--- config.mk ---
export PLATFORM = sky130hd
export DESIGN_NAME = shell_operator_spacer_top_flat
export DESIGN_NICKNAME = d
export VERILOG_FILES = /design/src/sv/sos_pkg.sv /design/src/sv/sos_if.sv /design/src/sv/sos_front.sv /design/src/sv/sos_fifo.sv /design/src/sv/sos_back.sv /design/src/sv/shell_operator_spacer_top.sv /design/src/flat_wrapper.sv
export SDC_FILE = /design/constraint.sdc
export NUM_CORES = 1
export LEC_CHECK = 0
export ABC_AREA = 1
export BUFFER_PORTS_ARGS = -buffer_cell sky130_fd_sc_hd__buf_4
export CELL_PAD_IN_SITES_DETAIL_PLACEMENT = 1
export CELL_PAD_IN_SITES_GLOBAL_PLACEMENT = 2
export CORE_ASPECT_RATIO = 0.75
export CORE_UTILIZATION = 44
export CTS_CLUSTER_SIZE = 24
export DETAILED_ROUTE_END_ITERATION = 8
export GPL_ROUTABILITY_DRIVEN = 0
export PLACE_DENSITY_LB_ADDON = 0.1
export SLEW_MARGIN = 20
export SYNTH_ARGS = -nofsm -noshare
export SYNTH_HDL_FRONTEND = slang
export SYNTH_HIERARCHICAL = 1
export SYNTH_SLANG_ARGS = --single-unit
--- constraint.sdc ---
create_clock -name clk -period 5.7 [get_ports clk]
set_input_delay 0.57 -clock clk [delete_from_list [all_inputs] [get_ports clk]]
set_output_delay 0.57 -clock clk [all_outputs]
set_load 0.05 [all_outputs]
--- src/sv/sos_pkg.sv ---
// shared types and constants of the shell operator spacer
// depends on nothing; every other file imports it
package sos_pkg;

  localparam int ByteW     = 8;
  localparam int MaxRes    = 6;
  localparam int CntW      = 3;
  localparam int FifoDepth = 2;   // power of two
  localparam int FifoAw    = $clog2(FifoDepth);

  localparam logic [ByteW-1:0] CH_LT  = 8'h3C;
  localparam logic [ByteW-1:0] CH_GT  = 8'h3E;
  localparam logic [ByteW-1:0] CH_BAR = 8'h7C;
  localparam logic [ByteW-1:0] CH_AMP = 8'h26;
  localparam logic [ByteW-1:0] CH_DQ  = 8'h22;
  localparam logic [ByteW-1:0] CH_SQ  = 8'h27;
  localparam logic [ByteW-1:0] CH_SP  = 8'h20;
  localparam logic [ByteW-1:0] CH_NUL = 8'h00;

  // one classified input beat: the bytes it causes, in order
  typedef struct packed {
    logic [MaxRes-1:0][ByteW-1:0] bytes;
    logic [CntW-1:0]              count;
    logic                         eol;
    logic                         err;
  } sos_rec_t;

  function automatic logic is_op(input logic [ByteW-1:0] c);
    return (c == CH_LT) || (c == CH_GT) || (c == CH_BAR) || (c == CH_AMP);
  endfunction

endpackage

--- src/sv/sos_if.sv ---
// valid/ready channel interfaces for the input and result beats
// depends on sos_pkg
interface sos_in_if;
  import sos_pkg::*;
  logic             valid;
  logic             ready;
  logic [ByteW-1:0] in_byte;
  logic             line_end;
  modport source (output valid, output in_byte, output line_end, input ready);
  modport sink   (input valid, input in_byte, input line_end, output ready);
endinterface

interface sos_out_if;
  import sos_pkg::*;
  logic             valid;
  logic             ready;
  logic [ByteW-1:0] out_byte;
  logic             run_last;
  logic             line_done;
  logic             line_error;
  modport source (output valid, output out_byte, output run_last, output line_done,
                  output line_error, input ready);
  modport sink   (input valid, input out_byte, input run_last, input line_done,
                  input line_error, output ready);
endinterface

--- src/sv/sos_front.sv ---
// front end: quote tracking, operator lookahead and error detection
// depends on sos_pkg and sos_if; pushes one record per productive beat
module sos_front (
  input  logic              clk,
  input  logic              rst_n,
  sos_in_if.sink            in_chan,
  input  logic              q_full,
  output logic              push,
  output sos_pkg::sos_rec_t push_rec
);
  import sos_pkg::*;

  typedef enum logic [1:0] {
    QUOTE_NONE   = 2'd0,
    QUOTE_DOUBLE = 2'd1,
    QUOTE_SINGLE = 2'd2
  } quote_t;

  quote_t           quote_r, quote_nxt;
  logic [ByteW-1:0] held_r, held_nxt;
  logic             disc_r, disc_nxt;
  sos_rec_t         rec;
  logic             rec_vld;
  logic             accept;

  assign in_chan.ready = !q_full;
  assign accept        = in_chan.valid && !q_full;
  assign push          = accept && rec_vld;
  assign push_rec      = rec;

  // classify the beat against the held operator and quote mode
  always_comb begin
    logic [ByteW-1:0]       c, h;
    logic                   eol, hit, dbl, pair, flush;
    logic [2:0][ByteW-1:0]  tail;
    logic [CntW-1:0]        tail_n;
    c         = in_chan.in_byte;
    eol       = in_chan.line_end;
    h         = held_r;
    rec       = '0;
    rec_vld   = 1'b0;
    quote_nxt = quote_r;
    held_nxt  = held_r;
    disc_nxt  = disc_r;
    tail      = '0;
    tail_n    = '0;
    hit   = !disc_r && (h != CH_NUL);
    dbl   = hit && (((h == CH_AMP) && (c == CH_AMP)) || ((h == CH_BAR) && (c == CH_BAR)));
    pair  = hit && !dbl &&
            (((h == CH_GT) && (c == CH_GT)) || ((h == CH_LT) && (c == CH_LT)));
    flush = hit && !dbl && !pair;
    if (hit) held_nxt = CH_NUL;

    if (disc_r || dbl) begin
      // dropping the rest of the line; one error beat at its end
      disc_nxt = 1'b1;
      held_nxt = CH_NUL;
      if (eol) begin
        rec.count = CntW'(1);
        rec.eol   = 1'b1;
        rec.err   = 1'b1;
        rec_vld   = 1'b1;
        quote_nxt = QUOTE_NONE;
        disc_nxt  = 1'b0;
      end
    end else begin
      // handling of the new byte itself
      if (!pair) begin
        if (c == CH_DQ) begin
          if (quote_r == QUOTE_NONE) quote_nxt = QUOTE_DOUBLE;
          else if (quote_r == QUOTE_DOUBLE) quote_nxt = QUOTE_NONE;
          tail[0] = c;
          tail_n  = CntW'(1);
        end else if (c == CH_SQ) begin
          if (quote_r == QUOTE_NONE) quote_nxt = QUOTE_SINGLE;
          else if (quote_r == QUOTE_SINGLE) quote_nxt = QUOTE_NONE;
          tail[0] = c;
          tail_n  = CntW'(1);
        end else if ((quote_r == QUOTE_NONE) && is_op(c)) begin
          if (eol) begin
            tail   = {CH_SP, c, CH_SP};
            tail_n = CntW'(3);
          end else begin
            held_nxt = c;
          end
        end else begin
          tail[0] = c;
          tail_n  = CntW'(1);
        end
      end
      // build the record: a pair, the flushed operator ahead of the tail, or the tail alone
      if (pair) begin
        rec.bytes[0] = CH_SP;
        rec.bytes[1] = h;
        rec.bytes[2] = c;
        rec.bytes[3] = CH_SP;
        rec.count    = CntW'(4);
      end else if (flush) begin
        rec.bytes[0] = CH_SP;
        rec.bytes[1] = h;
        rec.bytes[2] = CH_SP;
        rec.bytes[3] = tail[0];
        rec.bytes[4] = tail[1];
        rec.bytes[5] = tail[2];
        rec.count    = CntW'(3) + tail_n;
      end else begin
        rec.bytes[0] = tail[0];
        rec.bytes[1] = tail[1];
        rec.bytes[2] = tail[2];
        rec.count    = tail_n;
      end
      rec.eol = eol;
      rec_vld = (rec.count != '0);
      if (eol) begin
        quote_nxt = QUOTE_NONE;
        held_nxt  = CH_NUL;
        disc_nxt  = 1'b0;
      end
    end
  end

  // line state
  always_ff @(posedge clk) begin
    if (!rst_n) begin
      quote_r <= QUOTE_NONE;
      held_r  <= CH_NUL;
      disc_r  <= 1'b0;
    end else if (accept) begin
      quote_r <= quote_nxt;
      held_r  <= held_nxt;
      disc_r  <= disc_nxt;
    end
  end

endmodule

--- src/sv/sos_fifo.sv ---
// short record queue between the front and back ends
// depends on sos_pkg
module sos_fifo (
  input  logic              clk,
  input  logic              rst_n,
  input  logic              push,
  input  sos_pkg::sos_rec_t push_rec,
  output logic              full,
  input  logic              pop,
  output logic              nonempty,
  output sos_pkg::sos_rec_t head
);
  import sos_pkg::*;

  sos_rec_t          mem_r [FifoDepth];
  logic [FifoAw-1:0] wr_ptr_r, rd_ptr_r;
  logic [FifoAw:0]   cnt_r, cnt_nxt;

  assign full     = (cnt_r == (FifoAw+1)'(FifoDepth));
  assign nonempty = (cnt_r != '0);
  assign head     = mem_r[rd_ptr_r];

  always_comb begin
    cnt_nxt = cnt_r;
    if (push && !pop) cnt_nxt = cnt_r + (FifoAw+1)'(1);
    else if (pop && !push) cnt_nxt = cnt_r - (FifoAw+1)'(1);
  end

  // pointers and fill count
  always_ff @(posedge clk) begin
    if (!rst_n) begin
      wr_ptr_r <= '0;
      rd_ptr_r <= '0;
      cnt_r    <= '0;
    end else begin
      if (push) wr_ptr_r <= wr_ptr_r + FifoAw'(1);
      if (pop)  rd_ptr_r <= rd_ptr_r + FifoAw'(1);
      cnt_r <= cnt_nxt;
    end
  end

  // storage
  always_ff @(posedge clk) begin
    if (push) mem_r[wr_ptr_r] <= push_rec;
  end

endmodule

--- src/sv/sos_back.sv ---
// back end: plays out each record one byte per beat
// depends on sos_pkg and sos_if
module sos_back (
  input  logic              clk,
  input  logic              rst_n,
  input  logic              q_nonempty,
  input  sos_pkg::sos_rec_t q_head,
  output logic              pop,
  sos_out_if.source         out_chan
);
  import sos_pkg::*;

  sos_rec_t        cur_r;
  logic [CntW-1:0] idx_r;
  logic            busy_r;
  logic            last;
  logic            take;

  assign last = (idx_r == (cur_r.count - CntW'(1)));
  assign take = busy_r && out_chan.ready;
  assign pop  = q_nonempty && (!busy_r || (take && last));

  assign out_chan.valid      = busy_r;
  assign out_chan.out_byte   = cur_r.bytes[idx_r];
  assign out_chan.run_last   = last;
  assign out_chan.line_done  = last && cur_r.eol;
  assign out_chan.line_error = cur_r.err;

  // control: busy flag and byte index
  always_ff @(posedge clk) begin
    if (!rst_n) begin
      busy_r <= 1'b0;
      idx_r  <= '0;
    end else if (pop) begin
      busy_r <= 1'b1;
      idx_r  <= '0;
    end else if (take) begin
      if (last) busy_r <= 1'b0;
      else idx_r <= idx_r + CntW'(1);
    end
  end

  // current record
  always_ff @(posedge clk) begin
    if (pop) cur_r <= q_head;
  end

endmodule

--- src/sv/shell_operator_spacer_top.sv ---
// top level of the shell operator spacer: front end, record queue, back end
// depends on sos_pkg, sos_if, sos_front, sos_fifo, sos_back
//
//   channel   dir  beat fields
//   in_chan   in   in_byte[7:0], line_end
//   out_chan  out  out_byte[7:0], run_last, line_done, line_error
//
// one input beat per cycle while the two-record queue has room; each beat
// makes zero to six result beats, played out one per cycle by the back end
// while out_chan is ready. An input beat is registered into the queue and then
// into the back end's current record before its first result beat is shown.
// rst_n is synchronous, active low, and clears line state and queue.
// out_chan stalls only the back end until the queue fills.
module shell_operator_spacer_top (
  input  logic       clk,
  input  logic       rst_n,
  sos_in_if.sink     in_chan,
  sos_out_if.source  out_chan
);
  import sos_pkg::*;

  logic     push, pop, q_full, q_nonempty;
  sos_rec_t push_rec, q_head;

  sos_front u_front (
    .clk      (clk),
    .rst_n    (rst_n),
    .in_chan  (in_chan),
    .q_full   (q_full),
    .push     (push),
    .push_rec (push_rec)
  );

  sos_fifo u_fifo (
    .clk      (clk),
    .rst_n    (rst_n),
    .push     (push),
    .push_rec (push_rec),
    .full     (q_full),
    .pop      (pop),
    .nonempty (q_nonempty),
    .head     (q_head)
  );

  sos_back u_back (
    .clk        (clk),
    .rst_n      (rst_n),
    .q_nonempty (q_nonempty),
    .q_head     (q_head),
    .pop        (pop),
    .out_chan   (out_chan)
  );

endmodule

--- src/flat_wrapper.sv ---
// flat-port wrapper written by rule: the top's interface ports become plain ports
module shell_operator_spacer_top_flat import sos_pkg::*;
  (clk, rst_n, in_chan_valid, in_chan_in_byte, in_chan_line_end, in_chan_ready, out_chan_valid, out_chan_out_byte, out_chan_run_last, out_chan_line_done, out_chan_line_error, out_chan_ready);
  sos_in_if in_chan_i ();
  sos_out_if out_chan_i ();
  input  logic clk;
  input  logic rst_n;
  input wire logic [$bits(in_chan_i.valid)-1:0] in_chan_valid;
  input wire logic [$bits(in_chan_i.in_byte)-1:0] in_chan_in_byte;
  input wire logic [$bits(in_chan_i.line_end)-1:0] in_chan_line_end;
  output wire logic [$bits(in_chan_i.ready)-1:0] in_chan_ready;
  output wire logic [$bits(out_chan_i.valid)-1:0] out_chan_valid;
  output wire logic [$bits(out_chan_i.out_byte)-1:0] out_chan_out_byte;
  output wire logic [$bits(out_chan_i.run_last)-1:0] out_chan_run_last;
  output wire logic [$bits(out_chan_i.line_done)-1:0] out_chan_line_done;
  output wire logic [$bits(out_chan_i.line_error)-1:0] out_chan_line_error;
  input wire logic [$bits(out_chan_i.ready)-1:0] out_chan_ready;
  assign in_chan_i.valid = in_chan_valid;
  assign in_chan_i.in_byte = in_chan_in_byte;
  assign in_chan_i.line_end = in_chan_line_end;
  assign in_chan_ready = in_chan_i.ready;
  assign out_chan_valid = out_chan_i.valid;
  assign out_chan_out_byte = out_chan_i.out_byte;
  assign out_chan_run_last = out_chan_i.run_last;
  assign out_chan_line_done = out_chan_i.line_done;
  assign out_chan_line_error = out_chan_i.line_error;
  assign out_chan_i.ready = out_chan_ready;
  shell_operator_spacer_top u_core (.clk(clk), .rst_n(rst_n), .in_chan(in_chan_i), .out_chan(out_chan_i));
endmodule
==> Flow_metrics.wiki <==
{| class="wikitable"
! Metric !! Value
|-
| Most used flip-flop cell after synthesis || sky130_fd_sc_hd__edfxtp_1
|-
| Clock latency on the worst-skew pair || 430 ps
|-
| CTS-repair resized insts || 0
|-
| CTS tree || yes
|-
| DR DRC count || 0
|-
| Inserted Diodes || 0
|-
| Total wirelength of the detailed-routed design || between 15000 and 20000 um
|-
| Syn avg cell area || 12.5 sq um
|-
| Number of max-cap violations || 0
|-
| Register-to-Register Setup Slack || about 1800 ps
|-
| Setup bufs post-CTS || 0
|-
| Layout overhead on the synthesized area || 10.0%
|-
| Type of element launching the critical path || flop
|-
| Hold-critical path depth || 1
|-
| Clock buffer count from CTS || 17
|-
| Global-route wire length before repair || 26700 um
|-
| Worst hold start || in_chan_line_end
|-
| Die Outline Area || between 15000 and 20000 sq um
|-
| Leading cell type by number of instances after synthesis || sky130_fd_sc_hd__edfxtp_1
|-
| Syn. warnings || 6
|-
| Layout Skew || 17.0 ps
|-
| Die Span X || 158 um
|-
| Min Tclk post-route || about 3900 ps
|-
| Endpoint of the most critical register-to-register path || u_core/u_fifo/mem_r[1][6]$_DFFE_PP_
|-
| Worst min-delay path class || in2reg
|-
| Chip height || around 120 um
|-
| Endpoint of the worst hold path || u_core/u_fifo/mem_r[0][1]$_DFFE_PP_
|-
| GR Overflow Total || 0
|-
| Area share of the leading cell type in the synthesized netlist || 59.6%
|-
| Transition at the pin with the smallest max-transition slack || 1060 ps
|-
| Number of nets at the end of the flow || 688
|-
| Worst setup path startpoint || u_core/u_front/held_r[2]$_SDFFE_PN0P_
|-
| Multi-input gate area || between 2000 and 2500 sq um
|-
| Clock transition at the registers of the reported paths || around 60 ps
|-
| Combined global-route utilization of all metal layers || 19.8%
|-
| Synth top cells by count || sky130_fd_sc_hd__edfxtp_1 (159), sky130_fd_sc_hd__nand2_1 (89), sky130_fd_sc_hd__nor2_1 (88)
|-
| Final slew viol count || 0
|-
| Maximum number of buffers from clock root to sink || 2
|-
| Count of final hold-check violations || 0
|-
| I/O pin total || 26
|-
| Number of port buffers || 25
|-
| Initial core utilization || 45.2%
|-
| CTS HTree Levels || 4
|-
| Initial antenna violation count || 0
|-
| Data arrival time of the critical path || 4020 ps
|-
| Fmax || 254 MHz
|-
| Vias after detailed routing || 4646
|-
| TritonCTS Sinks || 179
|-
| Largest fanout on the critical path || 30
|-
| Number of distinct library cells after synthesis || 36
|-
| Fraction of synthesis flops using an asynchronous set or reset pin || 0%
|-
| Count of hold-fix buffers inserted at cts || 0
|-
| Worst r2r path cells || 19
|-
| Library cell with the largest summed area after synthesis || sky130_fd_sc_hd__edfxtp_1
|-
| Via count normalized by instance count || 5.02
|-
| Syn Inst Count || approximately 640
|-
| Detailed-route wire length per cell || 18.4 um
|-
| Post-Syn Area || between 8000 and 9000 sq um
|-
| Number of fill cells in the layout || roughly 1.8k
|-
| DR pass1 iterations || 5
|-
| Source of the worst register-to-register timing path || u_core/u_front/held_r[2]$_SDFFE_PN0P_
|-
| Worst slew margin || between 20 and 30%
|-
| Leakage component of the power || 3.53 nW
|-
| Core box area || ~18000 sq um
|-
| TNS Setup || 0 ps
|-
| Kind of critical path || reg2reg
|-
| Required arrival time at the worst endpoint || 5790 ps
|-
| Number of enable-type register cells in the synthesized netlist || 159
|-
| Setup repair after global routing missed its margin || no
|-
| Largest net degree at the start of global routing || 54
|-
| Critical Path End Type || flop
|-
| Violation count after the first detailed-route iteration || approximately 320
|-
| Seq cells post-synth || 179
|-
| Share of the clock period used by the worst path || 69.0%
|-
| Sequential cell area || 5180 sq um
|-
| Clock tree root buffer cell || sky130_fd_sc_hd__clkbuf_16
|-
| Detailed placer's ending HPWL || between 10000 and 15000 um
|-
| Area contributors post-synth || sky130_fd_sc_hd__edfxtp_1 (60%), sky130_fd_sc_hd__mux2_4 (9.4%), sky130_fd_sc_hd__dfxtp_1 (5.0%), sky130_fd_sc_hd__nand2_1 (4.2%), sky130_fd_sc_hd__nor2_1 (4.1%)
|-
| Power density cells || between 400 and 500 nW/um^2
|-
| Total of endpoints with negative setup slack in the final report || 0
|-
| Worst hold slack across all endpoints || 422 ps
|-
| Number of global-route vias before repair || 4765
|-
| Layout cell share with drive strength beyond 1 || 21.5%
|-
| Sequential area share after synthesis || roughly 65%
|-
| Peak supply drop || around 280 uV
|-
| Run status || finished clean
|-
| Antenna Violating Nets Remaining || 0
|-
| Row count || 42
|}
-- layout by cell type, fill, tap and decap left out, drive strengths merged --
| master | n |
|---|---|
| a211oi | 7 |
| a21boi | 1 |
| a21o | 1 |
| a21oi | 3 |
| a31oi | 1 |
| buf | 29 |
| clkbuf | 18 |
| clkinv | 7 |
| clkinvlp | 3 |
| conb | 12 |
| dfxtp | 20 |
| edfxtp | 159 |
| ha | 4 |
| inv | 74 |
| mux2 | 53 |
| nand2 | 99 |
| nand3 | 16 |
| nand4 | 4 |
| nor2 | 98 |
| nor3 | 19 |
| nor4 | 1 |
| o21ai | 46 |
| o22ai | 8 |
| xor2 | 1 |
-- critical path, stage by stage (launching register included) --
cell,delay [ps]
sky130_fd_sc_hd__dfxtp_1,420
sky130_fd_sc_hd__nand2_1,140
sky130_fd_sc_hd__inv_1,70
sky130_fd_sc_hd__nand2_1,40
sky130_fd_sc_hd__nor2_1,130
sky130_fd_sc_hd__nand2_1,110
sky130_fd_sc_hd__nand3_2,330
sky130_fd_sc_hd__inv_2,100
sky130_fd_sc_hd__nand2_4,130
sky130_fd_sc_hd__nand2_1,70
sky130_fd_sc_hd__ha_1,300
sky130_fd_sc_hd__inv_1,60
sky130_fd_sc_hd__a21o_1,110
sky130_fd_sc_hd__nand2_1,60
sky130_fd_sc_hd__nand2_1,60
sky130_fd_sc_hd__nor2_1,40
sky130_fd_sc_hd__nor2_1,260
sky130_fd_sc_hd__nand2_1,150
sky130_fd_sc_hd__inv_2,550
sky130_fd_sc_hd__buf_4,450
-- how the worst max path moves through the flow --
stage	endpoint	slack, ps
2_1_floorplan	u_core/u_fifo/mem_r[0][0]$_DFFE_PP_	950
3_3_place_gp	u_core/u_fifo/mem_r[1][7]$_DFFE_PP_	1660
3_5_place_dp	u_core/u_fifo/mem_r[1][7]$_DFFE_PP_	1460
4_1_cts	u_core/u_fifo/mem_r[1][19]$_DFFE_PP_	1750
5_1_grt	u_core/u_fifo/mem_r[1][6]$_DFFE_PP_	1410
6_report	u_core/u_fifo/mem_r[1][6]$_DFFE_PP_	1770
-- cell families after synthesis --
logic type                 after synthesis  synth area share (%)
and+or+nand+nor                        237                  12.9
muxes                                   53                  9.80
buffers and inverters                   99                  7.08
AOI/OAI and AO/OA                       67                  4.77
other                                    1                0.0468
xor gates and xnor gates                 1                 0.109
DFF                                    179                  64.6
adders and majority gates                4                 0.625
-- layout make-up --
| class | instances | area share [%] |
|---|---|---|
| flip-flops and latches | 179 | 58.8 |
| multi-input cells | 374 | 26.3 |
| repair buffers | 29 | 2.47 |
| clock inverters | 14 | 1.15 |
| well taps | 242 | 3.44 |
| clock buffers | 18 | 4.87 |
| inverters | 70 | 3.01 |
-- where the power goes --
part,leakage (nW),internal [mW],switching [mW],total [mW]
Sequential,1.67,1.87,0.194,2.06
Combinational,1.60,0.439,0.683,1.12
Clock,0.253,0.560,0.505,1.07
-- state kept, by name, summed over array words and instances (netlist names), named ones only --
signal	count
u_core/u_back/idx_r	3
u_core/u_back/cur_r	52
u_core/u_fifo/wr_ptr_r	1
u_core/u_back/out_chan.valid	1
u_core/u_back/out_chan.line_error	1
u_core/u_fifo/rd_ptr_r	1
u_core/u_front/disc_r	1
u_core/u_fifo/cnt_r	2
u_core/u_fifo/mem_r	106
u_core/u_front/held_r	8
u_core/u_front/quote_r	2
-- metrics by stage --
step	total power, mW	util [%]	cell area [sq um]	setup slack (ps)	std cells
finish	4.25	49.7	8810	1770	926
global route	4.45	49.7	8810	1410	926
CTS	4.31	49.7	8810	1750	926
detailed placement	3.24	46.7	8280	1460	894
global placement	3.20	46.7	8280	1660	894
floorplan	2.96	-	8050	948	652
-- routing by layer --
layer  share of wire [%]  track usage [%]  vias up
li1                    -                -     2238
met1                  49             28.5     2327
met2                  46             30.5       72
met3                 3.5             4.26        9
met4                0.68             4.73        0
met5                   0                0        -
No activity file was read; power rests on OpenSTA's default activity.
